===== config.mk =====
export PLATFORM = sky130hd
export DESIGN_NAME = aat_merge
export DESIGN_NICKNAME = d
export VERILOG_FILES = /design/src/sv/aat_pkg.sv /design/src/sv/aat_merge.sv
export SDC_FILE = /design/constraint.sdc
export NUM_CORES = 1
export LEC_CHECK = 0
export BUFFER_PORTS_ARGS = -buffer_cell sky130_fd_sc_hd__buf_2
export CORE_AREA = 2 2 158 160
export DETAILED_ROUTE_END_ITERATION = 6
export DIE_AREA = 0 0 160 162
export PLACE_DENSITY_LB_ADDON = 0.15
export RECOVER_POWER = 100
export SLEW_MARGIN = 20
export SYNTH_ARGS = -nofsm -noshare
export SYNTH_HDL_FRONTEND = slang
export SYNTH_SLANG_ARGS = --single-unit

===== constraint.sdc =====
create_clock -name clock -period 6.3 [get_ports clock]
set_clock_uncertainty 0.2 [all_clocks]
set_input_delay 0.63 -clock clock [delete_from_list [all_inputs] [get_ports clock]]
set_output_delay 0.63 -clock clock [all_outputs]
set_load 0.05 [all_outputs]

===== src/sv/aat_pkg.sv =====
package aat_pkg;

   localparam int unsigned NUM_AXES   = 3;
   localparam int unsigned COORD_W    = 32;
   localparam int unsigned HALF_W     = 31;
   localparam int unsigned COEF_W     = 16;
   localparam int unsigned ROW_W      = NUM_AXES * COEF_W;
   localparam int unsigned FRAC_SHIFT = 14;

   // 16s x 32s products, and 16u x 31u magnitude products
   localparam int unsigned CPROD_W = COEF_W + COORD_W;
   localparam int unsigned HPROD_W = COEF_W + HALF_W;
   // three products plus shifted translation, with headroom
   localparam int unsigned CACC_W  = CPROD_W + 2;
   localparam int unsigned HACC_W  = HPROD_W + 2;
   // after dropping the extra fraction bits
   localparam int unsigned CRND_W  = CACC_W - FRAC_SHIFT;
   localparam int unsigned HRND_W  = HACC_W - FRAC_SHIFT;

   localparam int unsigned CSR_IDX_W  = 3;
   localparam int unsigned CSR_DATA_W = ROW_W;
   localparam int unsigned TDATA_W    = 192;

   localparam logic [ROW_W-1:0] ROW_ZERO_RST = 48'h0000_0000_4000;
   localparam logic [ROW_W-1:0] ROW_ONE_RST  = 48'h0000_4000_0000;
   localparam logic [ROW_W-1:0] ROW_TWO_RST  = 48'h4000_0000_0000;

   typedef enum logic [CSR_IDX_W-1:0] {
      CSR_ROW_ZERO = 3'd0,
      CSR_ROW_ONE  = 3'd1,
      CSR_ROW_TWO  = 3'd2,
      CSR_SHIFT_X  = 3'd3,
      CSR_SHIFT_Y  = 3'd4,
      CSR_SHIFT_Z  = 3'd5
   } csr_index_type;

   typedef logic signed [COORD_W-1:0] coord_type;
   typedef logic        [HALF_W-1:0]  half_type;
   typedef logic        [ROW_W-1:0]   row_type;
   typedef logic signed [CRND_W-1:0]  crnd_type;
   typedef logic        [HRND_W-1:0]  hrnd_type;

   // stage load enables handed to each lane
   typedef struct packed {
      logic s1_en;
      logic s2_en;
   } lane_ctl_type;

endpackage


===== src/sv/aat_merge.sv =====
// Saturates the lane sums and holds the packed result beat.
module aat_merge (
   input  logic                   clock,
   input  logic                   reset,
   input  logic                   in_valid,
   output logic                   in_ready,
   input  aat_pkg::crnd_type      csum_i [aat_pkg::NUM_AXES],
   input  aat_pkg::hrnd_type      hsum_i [aat_pkg::NUM_AXES],
   output logic                   out_valid,
   input  logic                   out_ready,
   output logic [aat_pkg::TDATA_W-1:0] out_data
);

   localparam int unsigned NA = aat_pkg::NUM_AXES;
   localparam int unsigned CW = aat_pkg::COORD_W;
   localparam int unsigned HW = aat_pkg::HALF_W;
   localparam int unsigned PW = NA * (CW + HW);

   logic                        vld_ff, vld_in;
   logic [aat_pkg::TDATA_W-1:0] data_ff, data_in;

   always_comb begin
      logic [PW-1:0]  packed_res;
      aat_pkg::crnd_type c;
      aat_pkg::hrnd_type h;
      packed_res = '0;
      for (int i = 0; i < NA; i++) begin
         c = csum_i[i];
         h = hsum_i[i];
         // signed overflow when the bits above the sign do not agree
         if (c[aat_pkg::CRND_W-1:CW-1] == '0 || c[aat_pkg::CRND_W-1:CW-1] == '1)
            packed_res[i*CW +: CW] = c[CW-1:0];
         else if (c[aat_pkg::CRND_W-1])
            packed_res[i*CW +: CW] = {1'b1, {(CW-1){1'b0}}};
         else
            packed_res[i*CW +: CW] = {1'b0, {(CW-1){1'b1}}};
         if (|h[aat_pkg::HRND_W-1:HW])
            packed_res[NA*CW + i*HW +: HW] = '1;
         else
            packed_res[NA*CW + i*HW +: HW] = h[HW-1:0];
      end
      data_in = aat_pkg::TDATA_W'(packed_res);
   end

   assign in_ready = !vld_ff || out_ready;
   assign vld_in   = in_ready ? in_valid : vld_ff;

   always_ff @(posedge clock) begin
      if (reset) begin
         vld_ff <= 1'b0;
      end else begin
         vld_ff <= vld_in;
      end
   end

   always_ff @(posedge clock) begin
      if (in_ready && in_valid) begin
         data_ff <= data_in;
      end
   end

   assign out_valid = vld_ff;
   assign out_data  = data_ff;

endmodule

# [Word level (Yosys, flattened, before mapping)]
# Index checks and enable logic that the tools add are counted.
[totals] reg_bits=190 output_inout_bits=194 word_cells=26
[op_classes] eq_ne=3 muxes=6 reduce_logical=12
[op_table] cell="two-way mux 32 bit" count=6
[op_table] cell="equality test 5 bit (second input constant)" count=3
[op_table] cell="logical NOT 5 bit" count=3
[op_table] cell="OR reduction 4 bit" count=3
[op_table] cell="logical OR 1 bit" count=4
[op_table] cell="logical AND 1 bit" count=1
[op_table] cell="logical NOT 1 bit" count=1

# [Longest topological paths before layout]
# Gate-level depths: netlist of run 1.
[logic_depth] ltp_word=3 depth_mapped=3 depth_no_buf=2

# [Worst setup path before layout of run 1]
# OpenSTA, ideal clock, no wires.
[synth_path] kind="in2reg" startpoint="input out_ready" endpoint="register data_ff (netlist bit out_data[0]), enable pin" setup_ns=0.572 t_arrival_ns=5.471 t_required_ns=5.528 slack_ns=0.057 stages=2 n_path_buf=0 cell_sequence="nand2b_1 > and2_1"
[synth_between] elab_chain_cells=2
[synth_lines] item="start, declared" line_no="aat_merge.sv:10" source="input logic out_ready,"
[synth_lines] item="logical OR 1 bit" line_no="aat_merge.sv:45" source="assign in_ready = !vld_ff || out_ready;"
[synth_lines] item="logical AND 1 bit" line_no="aat_merge.sv:57" source="if (in_ready && in_valid) begin"
[synth_lines] item="end signal, assigned" line_no="aat_merge.sv:58" source="data_ff <= data_in;"
[synth_lines] item="end, declared" line_no="aat_merge.sv:20" source="logic [aat_pkg::TDATA_W-1:0] data_ff, data_in;"
# No other way between the ends.
# A chain may end at the register's enable or synchronous reset.

# [Final worst setup path of run 1]
[layout_path] startpoint="input csum_i[35] (netlist name)" endpoint="register data_ff (netlist bit out_data[77]), data pin"
[layout_between] elab_chain_cells=3
[layout_lines] item="start, declared" line_no="aat_merge.sv:7" source="input aat_pkg::crnd_type csum_i [aat_pkg::NUM_AXES],"
[layout_lines] item="equality test 5 bit / logical NOT 5 bit (equally long branches)" line_no="aat_merge.sv:31" source="if (c[aat_pkg::CRND_W-1:CW-1] == '0 || c[aat_pkg::CRND_W-1:CW-1] == '1)"
[layout_lines] item="logical OR 1 bit" line_no="aat_merge.sv:31"
[layout_lines] item="two-way mux 32 bit (*)" line_no="aat_merge.sv:31"
[layout_lines] item="named net data_in, one bit" line_no="aat_merge.sv:20"
# Mark *: on every way through the listed nets, which the timed path passes. The rest lies on a longest branch.

==> run summary, run 1 <==
Post-DP HPWL: 17,500 um
Final net count: 1,231
Antenna viol nets, final: 0
Hold Buf Count CTS: 0
Slowest CP cell: clkbuf_1
Residual DRC count: 0
Most frequent cells in the layout: buf_2 (213), clkbuf_1 (200), edfxtp_1 (189)
Vias in the first global route: 6,765
Antenna violations before repair: 6
H-tree Lvls: 4
Final Max Slew Viols: 68
P per Cell Area: 276 nW/um^2
Worst setup path class: primary input to flip-flop
WP data required: 6.20 ns
Post-CTS Setup Bufs: 0
Crit-path max cell delay: 1.11 ns
CP Buf/Inv Count: 2
Critical Path End Type: flip-flop
Period minus WS final: 3.65 ns
Cell mode on critical path: clkbuf_1
Top Ports: 411
Bufs on Longest Clock Path: 2
Worst vdd rail ir drop: 0.140 mV
Root Buffer: clkbuf_16
Cell Area, Synth: 8490 um^2
Area grow syn2layout: 30.0%
YS warnings: 0
Avg WL per Cell: 19.4 um
Flop2flop setup slack: 3.85 ns
Syn avg cell area: 13.0 um^2
Period utilization: 57.9%
Initial Util: 35.2%
Port Buf Inserts: 407
Routed WL: 26,300 um
Failing checks: capacitance limit, slew limit
Setup TNS: 0 ns
Dpl cell area: 10,800 um^2
Yosys cell types: 16
Yosys reg bits: 190
Commonest non-fill, non-tap cell in the layout: buf_2
CTS tree: yes
DR vias: 7,169
Cells after synthesis: 654
Top cells by area, synth: edfxtp_1 (67%), a221oi_1 (9.6%), nand4_1 (6.8%), or2b_1 (6.4%), nor2_1 (4.1%)
Reg clk slew, reported paths: 0.08 ns
Vias per std cell: 5.29
Yosys top cell by area: edfxtp_1
Rows: 57
Chip height: 162 um
CTS Buf Count: 17
CP Launch Type: primary input
Worst-Margin Slew: 1.57 ns
Outcome: finished with violations
Critical path peak fanout: 33
First-pass GRT wire length: 39,100 um
Register area: 5700 um^2
Final instance area: 11,000 um^2
Max-slew headroom: -4.72%
CTS sink count: 190
1st-pass router iterations: 5
Hold Crit Class: primary input to flip-flop
Final setup viols: 0
Final Hold Fails: 0
Die area: 25,900 um^2
Share of cells above drive strength 1: 24.6%
Top Family by Delay on Critical Path: buffers and inverters
Post-synth top area share: 66.8%
Fillers: 2,407
Die W: 160 um
Clk Latency, worst-skew pair: 0.43 ns
Fmax: 0.274 GHz
Post-synthesis sequential area ratio: 67.0%
Maxcap violations: 2
Initial drt markers: 625
Largest net degree at the start of global routing: 123
P_leak: 3.61 nW
Overflow after GRT: 0
Crit-path cells: clkbuf_1 > nor2b_1 > clkbuf_1 > a221oi_1
Post-cts sizing count: 0
RSZ-0062 raised after global routing: no
Area taken by multi-input logic gates: 2520 um^2
Data arrival, critical path: 3.55 ns
GR Util All Layers: 19.4%
Routability Congestion: 0.829
CORE AREA: 24,100 um^2
## sequential cells by signal, indices dropped and copies added, names as in the netlist
name / flops
out_valid: 1
out_data: 189
## logic make-up (layout without fill, tap and decap cells)
group                  count (synthesis)  count (layout)  synth area share (%)
and+or+nand+nor                      290             290                  19.6
buffers and inverters                 79             449                  3.62
DFF                                  190             190                  67.0
AOI/OAI and AO/OA                     94              94                  9.65
other                                  1               7                0.0441
## worst paths after layout
path | cells after the start | endpoint | from
worst min-delay path | 2 | out_valid | reset
worst min register to register | 2 | out_valid | out_valid
worst max register to register | 3 | out_data[8] | out_valid
worst max-delay path | 4 | out_data[77] | csum_i[35]
## per-stage QoR
step | utilization [%] | cells | hold WS (ns) | total power (W) | setup WS (ns)
after floorplan | - | 656 | 0.499 | 0.00189 | 0.0574
final | 45.8 | 1354 | 0.140 | 0.00305 | 2.65
after detailed placement | 44.7 | 1319 | 0.314 | 0.00205 | 3.40
after CTS | 47.0 | 1350 | 0.119 | 0.00310 | 3.82
after global routing | 45.8 | 1353 | 0.126 | 0.00316 | 2.53
after global placement | 44.7 | 1319 | 0.297 | 0.00205 | 3.44
## cells in the mapped netlist
library cell    n
a21oi_1         1
a221oi_1       93
and2_1          1
buf_4           3
clkbuf_1       75
conb_1          1
dfxtp_1         1
edfxtp_1      189
inv_1           1
nand2b_1       22
nand4_1        93
nor2_1         93
nor2b_1         3
nor3_1          3
nor4_1          3
or2b_1         72
## per-layer routing
layer	vias to the layer above	global-route usage (%)	share of wire (%)
li1	3304	-	-
met1	3470	23.6	38
met2	354	33.1	50
met3	37	5.87	8.8
met4	4	6.80	2.3
met5	-	0	0.091
## power breakdown
part           leakage (nW)  internal [W]  switching, W
combinational          1.65      0.000119      0.000405
sequential             1.68       0.00147     0.0000170
clock                 0.272      0.000520      0.000519
## final cells by class
class	instances	area share, %
antenna	4	0.0907
clock buffer	17	3.85
clock inverter	14	1.12
inverter	1	0.0340
multi-input combinational	387	22.8
sequential	190	51.6
tap	324	3.67
timing repair buffer	417	16.8
Note: power is estimated with default switching activity, not from simulation.
==> inputs of run 2 (changes only) <==
Settings changed: ABC_AREA set to 1, CORE_AREA 2 2 158 160 to 2 2 161 163, DIE_AREA 0 0 160 162 to 0 0 163 165.
Clock period 6.3 ns to 3.03 ns, I/O delays scaled along.
==> run 2 against run 1 <==
- the flow now finishes without violations
- sequential share of layout area is 4.7 points lower
- register-to-register slack lost 3.2 ns
- flip-flop and latch count did not move
- wire length down 8.6%
- combinational power increased by 120%
- cell count up 9.6%
- synthesized cell count shrank 16%
- final area up 9.9%
- utilization up 2.7 points
- power rose by 110%
- sequential power grew 110%
- largest cell class unchanged
==> run summary, run 2 <==
Overflow after GRT: 0 (unchanged)
CTS Buf Count: 17 (unchanged)
Antenna violations before repair: 0 (-6)
Worst-Margin Slew: 1.40 ns (-0.175 ns)
Die area: 26,900 um^2 (+3.8%)
Hold Crit Class: primary input to flip-flop
Tot Pwr: 0.00636 W (+110%)
Max reg flops: 189 (unchanged)
Cell Area, Synth: 7590 um^2 (-11%)
P_leak: 4.54 nW (+26%)
Vias in the first global route: 6,345 (-6.2%)
Number of flops mapped to enable cells by yosys: 189 (unchanged)
Top cells by area, synth: edfxtp_1 (75%), nand2_1 (9.5%), nand3b_1 (9.2%), buf_6 (1.8%), buf_2 (1.6%)
Routability Congestion: 0.777 (-6.2%)
Final Max Slew Viols: 0 (-100%)
Final Hold Fails: 0 (unchanged)
Worst r2r src: out_valid
Flop2flop setup slack: 0.63 ns (-3.22 ns)
DR vias: 6,351 (-11%)
First-pass GRT wire length: 34,400 um (-12%)
Reg clk slew, reported paths: 0.08 ns (about the same)
DP Cell Count: 1,261 (-4.4%)
Worst setup path class: flip-flop to flip-flop
Syn avg cell area: 13.8 um^2 (+5.9%)
P per Cell Area: 524 nW/um^2 (+90%)
RSZ-0062 raised after global routing: no
Layout Cells excl Fill: 1,484 (+9.6%)
Post-synth top area share: 74.7% (+7.9 points)
Fillers: 2,424 (+0.71%)
Crit-path cells: a21oi_1 > buf_12
Largest net degree at the start of global routing: 84 (-32%)
Period minus WS final: 2.40 ns
Share of cells above drive strength 1: 22.9% (-1.7 points)
Die W: 163 um (+1.9%)
CP Launch Type: flip-flop
Outcome: complete, no violations
Post-CTS Setup Bufs: 0 (unchanged)
Maxcap violations: 0 (-2)
Routed WL: 24,100 um (-8.6%)
Critical Path End Type: flip-flop
Area grow syn2layout: 59.8%
Crit path to: out_data[128]
Crit path from: out_valid
CTS sink count: 190 (unchanged)
Post-synthesis sequential area ratio: 75.0% (+8.0 points)
Yosys reg bits: 190 (unchanged)
Post-cts sizing count: 0 (unchanged)
CORE AREA: 25,000 um^2 (+3.9%)
Top Ports: 411 (unchanged)
Crit-path max cell delay: 0.99 ns (-0.12 ns)
R2r worst-path depth: 2 (-1)
Final net count: 1,358 (+10%)
Data arrival, critical path: 2.27 ns (-1.28 ns)
Hold Crit Start: hsum_i[104]
YS warnings: 0 (unchanged)
Final setup slack of the worst path: 0.629 ns (-2.02 ns)
Rows: 58 (+1.8%)
Residual DRC count: 0 (unchanged)
Slowest CP cell: a21oi_1
Post-DP HPWL: 16,400 um (-6.4%)
Vias per std cell: 4.28 (-19%)
Port Buf Inserts: 407 (unchanged)
Top cells by count, synth: nand2_1 (192), edfxtp_1 (189), nand3b_1 (93), buf_2 (24)
Worst vdd rail ir drop: 0.302 mV (+120%)
1st-pass router iterations: 4 (-1)
Cells after synthesis: 552 (-16%)
RR Endpoint: out_data[128]
Avg WL per Cell: 16.2 um (-17%)
Fmax: 0.416 GHz
Yosys top cell by area: edfxtp_1
Area taken by multi-input logic gates: 1580 um^2 (-37%)
Initial Util: 30.3% (-4.9 points)
Final setup viols: 0 (unchanged)
Top_reg_cell synth: edfxtp_1
Pre-CTS setup slack: 1.08 ns (-2.33 ns)
GR Util All Layers: 16.8% (-2.7 points)
Async set-reset flop share out of synthesis: 0% (unchanged)
Most frequent cells in the layout: buf_2 (213), clkbuf_1 (195), nand2_1 (193)
Most common cell in the netlist: nand2_1
Root Buffer: clkbuf_16
Commonest non-fill, non-tap cell in the layout: buf_2
H-tree Lvls: 4 (unchanged)
Bufs on Longest Clock Path: 2 (unchanged)
Critical path peak fanout: 83 (+150%)
Period utilization: 79.2%
Utilization after layout: 48.5% (+2.7 points)
Clk Latency, worst-skew pair: 0.41 ns (-0.02 ns)
Hold Buf Count CTS: 191 (+191)
Chip height: 165 um (+1.9%)
Initial drt markers: 422 (-32%)
WP data required: 2.90 ns (-3.30 ns)
Yosys cell types: 18 (+2)
Register area: 5700 um^2 (unchanged)
Max-slew headroom: 6.58% (+11 points)
CTS tree: yes
Antenna viol nets, final: 0 (unchanged)
# diodes: 0 (-4)
-- run 2: changes by cell type in the layout (fill, tap and decap cells not counted), moves of 5 or more --
cell and delta:
dlygate4sd3_1 +191, nand4_1 -92, or2b_1 -72, nand2b_1 -22, inv_1 +7, clkbuf_1 -5, a221oi_1 -93, nor2_1 -84
nand3b_1 +93, nor2_2 +5, nand2_1 +193
-- run 2: cells by family (layout without fill, tap and decap cells) --
kind of cell,Yosys count,after routing,share of synthesized area [%]
and+or+nand+nor,308,308,20.5
DFF,190,190,75.0
buffers and inverters,50,650,4.20
AOI/OAI and AO/OA,3,3,0.231
other,1,3,0.0494
-- run 2: final cells by class --
| class | instances | share of cell area [%] |
|---|---|---|
| multi-input combinational | 314 | 13.0 |
| clock buffer | 17 | 3.51 |
| inverter | 8 | 0.247 |
| clock inverter | 15 | 1.12 |
| tap | 330 | 3.40 |
| sequential | 190 | 46.9 |
| timing repair buffer | 610 | 31.8 |
-- run 2: worst min path at each step --
stage	end	slack, ns	cells past startpoint
2_1_floorplan	out_valid	0.16	1
3_3_place_gp	out_valid	0.26	2
3_5_place_dp	out_valid	0.26	2
4_1_cts	out_data[123]	0.07	3
5_1_grt	out_data[101]	0.09	3
6_report	out_data[117]	0.09	3
-- run 2: worst max-delay path, delay by kind of cell, from the launching register on --
family | cells | cell delay (ns)
DFF | 1 | 0.32
AOI/OAI and AO/OA | 1 | 0.99
buffers and inverters | 1 | 0.46
-- run 2: metrics by stage --
| step | cell area [um^2] | setup TNS [ns] | hold slack, ns |
|---|---|---|---|
| after floorplan | 7620 | -227.69 | 0.162 |
| after CTS | 12400 | 0 | 0.0711 |
| after global routing | 12100 | 0 | 0.0918 |
| after detailed placement | 9940 | 0 | 0.257 |
| after global placement | 9940 | 0 | 0.256 |
| final | 12100 | 0 | 0.0903 |
-- run 2: layer usage --
metal,vias to the layer above,GRT usage (%),routed length (um)
met4,0,5.99,507
li1,3095,-,-
met2,256,29.5,12300
met3,29,5.00,1720
met1,2971,19.5,9560
met5,-,0,0
-- run 2: where the power goes --
group	total, W	leakage, nW	internal (W)	switching (W)
registers	0.00307	1.66	0.00304	0.0000334
logic	0.00115	2.61	0.000384	0.000766
clock network	0.00214	0.272	0.00108	0.00106
==> inputs of run 3 (changes only) <==
Clock period 3.03 ns to 1.95 ns, I/O delays scaled along.
==> run 3 against run 2 <==
- utilization up 0.54 points
- largest cell class unchanged
- clock power up 57%
- combinational power up 57%
- highest routed layer unchanged
- global-route usage up 0.66 points
- setup slack worse by 0.42 ns
- cell count up 0.88%
- critical path type unchanged
==> run summary, run 3 (synthesis results as in run 2) <==
Outcome: complete, no violations
Maxcap violations: 0 (unchanged)
Max reg flops: 189 (unchanged)
CTS Buf Count: 17 (unchanged)
Chip height: 165 um (unchanged)
Vias in the first global route: 6,523 (+2.8%)
P_leak: 4.59 nW (+0.98%)
Rows: 58 (unchanged)
Vias per std cell: 4.35 (+1.6%)
Worst hold slack: 0.0669 ns (-0.0234 ns)
Root Buffer: clkbuf_16
Final net count: 1,371 (+0.96%)
Layout Cells excl Fill: 1,497 (+0.88%)
DR vias: 6,508 (+2.5%)
Initial Util: 30.3% (unchanged)
Top Ports: 411 (unchanged)
Initial drt markers: 476 (+13%)
# diodes: 0 (unchanged)
Setup TNS: 0 ns (unchanged)
Final setup viols: 0 (unchanged)
WP data required: 1.85 ns (-1.05 ns)
Clk Latency, worst-skew pair: 0.42 ns (about the same)
Post-CTS Setup Bufs: 0 (unchanged)
DP Cell Count: 1,267 (+0.48%)
Routed WL: 24,800 um (+3.2%)
Antenna viol nets, final: 0 (unchanged)
Worst setup path class: flip-flop to flip-flop
Fmax: 0.576 GHz (+38%)
Data arrival, critical path: 1.64 ns (-0.63 ns)
CTS sink count: 190 (unchanged)
Bufs on Longest Clock Path: 2 (unchanged)
Crit-path cells: a21oi_1 > buf_12 > buf_12
Hold path depth: 4 (+1)
Antenna violations before repair: 0 (unchanged)
Fillers: 2,386 (-1.6%)
Commonest non-fill, non-tap cell in the layout: buf_2
Most frequent cells in the layout: buf_2 (211), clkbuf_1 (199), dlygate4sd3_1 (198)
CP Launch Type: flip-flop
Pre-CTS setup slack: 0.388 ns (-0.691 ns)
Crit path from: out_valid
First-pass GRT wire length: 35,700 um (+3.5%)
Routability Congestion: 0.758 (-2.5%)
Cell mode on critical path: buf_12
Hold Crit Class: primary input to flip-flop
Critical path peak fanout: 47 (-43%)
Post-DP HPWL: 16,700 um (+2.1%)
H-tree Lvls: 4 (unchanged)
Area grow syn2layout: 61.6%
Worst-Margin Slew: 0.735 ns (-0.661 ns)
Max-slew headroom: 51.0% (+44 points)
Die W: 163 um (unchanged)
Final Max Slew Viols: 0 (unchanged)
Utilization after layout: 49.0% (+0.54 points)
Critical Path End Type: flip-flop
Worst r2r src: out_valid
GR Util All Layers: 17.5% (+0.66 points)
Period minus WS final: 1.74 ns (-0.664 ns)
Largest net degree at the start of global routing: 58 (-31%)
Crit-path max cell delay: 0.38 ns (-0.61 ns)
Residual DRC count: 0 (unchanged)
R2r worst-path depth: 3 (+1)
1st-pass router iterations: 7 (+3)
Final setup slack of the worst path: 0.213 ns (-0.416 ns)
Share of cells above drive strength 1: 23.0% (+0.088 points)
CTS tree: yes
Hold Crit Start: hsum_i[33]
Avg WL per Cell: 16.6 um (+2.3%)
Port Buf Inserts: 407 (unchanged)
RSZ-0062 raised after global routing: no
P per Cell Area: 810 nW/um^2 (+55%)
Die area: 26,900 um^2 (unchanged)
Slowest CP cell: a21oi_1
Period utilization: 89.1% (+9.8 points)
CORE AREA: 25,000 um^2 (unchanged)
Overflow after GRT: 0 (unchanged)
Worst vdd rail ir drop: 0.404 mV (+33%)
Final Hold Fails: 0 (unchanged)
Reg clk slew, reported paths: 0.08 ns (about the same)
-- run 3: cell types whose count changed in the layout (fill, tap and decap cells not counted), moves of 2 or more --
cell	previous run	this run
clkbuf_1	195	199
buf_2	213	211
dlygate4sd3_1	191	198
buf_12	5	8
nand2_2	1	3
-- run 3: final cells by class --
type	instances	area [um^2]	share of cell area (%)
inverter	8	30.0	0.245
timing repair buffer	623	4000	32.6
clock buffer	18	429	3.50
sequential	190	5700	46.4
clock inverter	14	128	1.04
tap	330	413	3.36
multi-input combinational	314	1580	12.9
-- run 3: per-layer routing --
metal | GRT usage (%) | up-vias | part of all wire [%]
li1 | - | 3121 | -
met1 | 19.6 | 3063 | 38
met2 | 32.0 | 287 | 53
met3 | 4.70 | 37 | 7.0
met4 | 5.91 | 0 | 2.0
met5 | 0 | - | 0
-- run 3: per-stage QoR --
stage | area, um^2 | power (W)
finish | 12300 | 0.00995
detailed placement | 10000 | 0.00642
floorplan | 7620 | 0.00591
CTS | 12600 | 0.0101
global placement | 10000 | 0.00641
global route | 12300 | 0.0103
-- run 3: path summary, 6_finish.rpt --
| check | endpoint | slack, ns |
|---|---|---|
| setup / recovery | out_data[67] | 0.21 |
| hold / removal | out_data[159] | 0.07 |
| setup reg to reg | out_data[67] | 0.21 |
| hold reg to reg | out_data[161] | 0.65 |
-- run 3: power by group --
part / internal, W / leakage (nW) / total, W / switching [W]
Clock: 0.00169 / 0.271 / 0.00336 / 0.00167
Combinational: 0.000609 / 2.66 / 0.00181 / 0.00120
Sequential: 0.00472 / 1.66 / 0.00478 / 0.0000523
-- run 3: what timing repair did --
action                                 CTS  global route
resized for setup                        0             0
endpoints found under the hold margin  190             0
hold buffers                           198             0
-- run 3: worst max-delay path, delay by kind of cell (launching register included) --
kind / cells / cell delay [ns]
AOI/OAI and AO/OA: 1 / 0.38
buffers and inverters: 2 / 0.48
DFF: 1 / 0.32
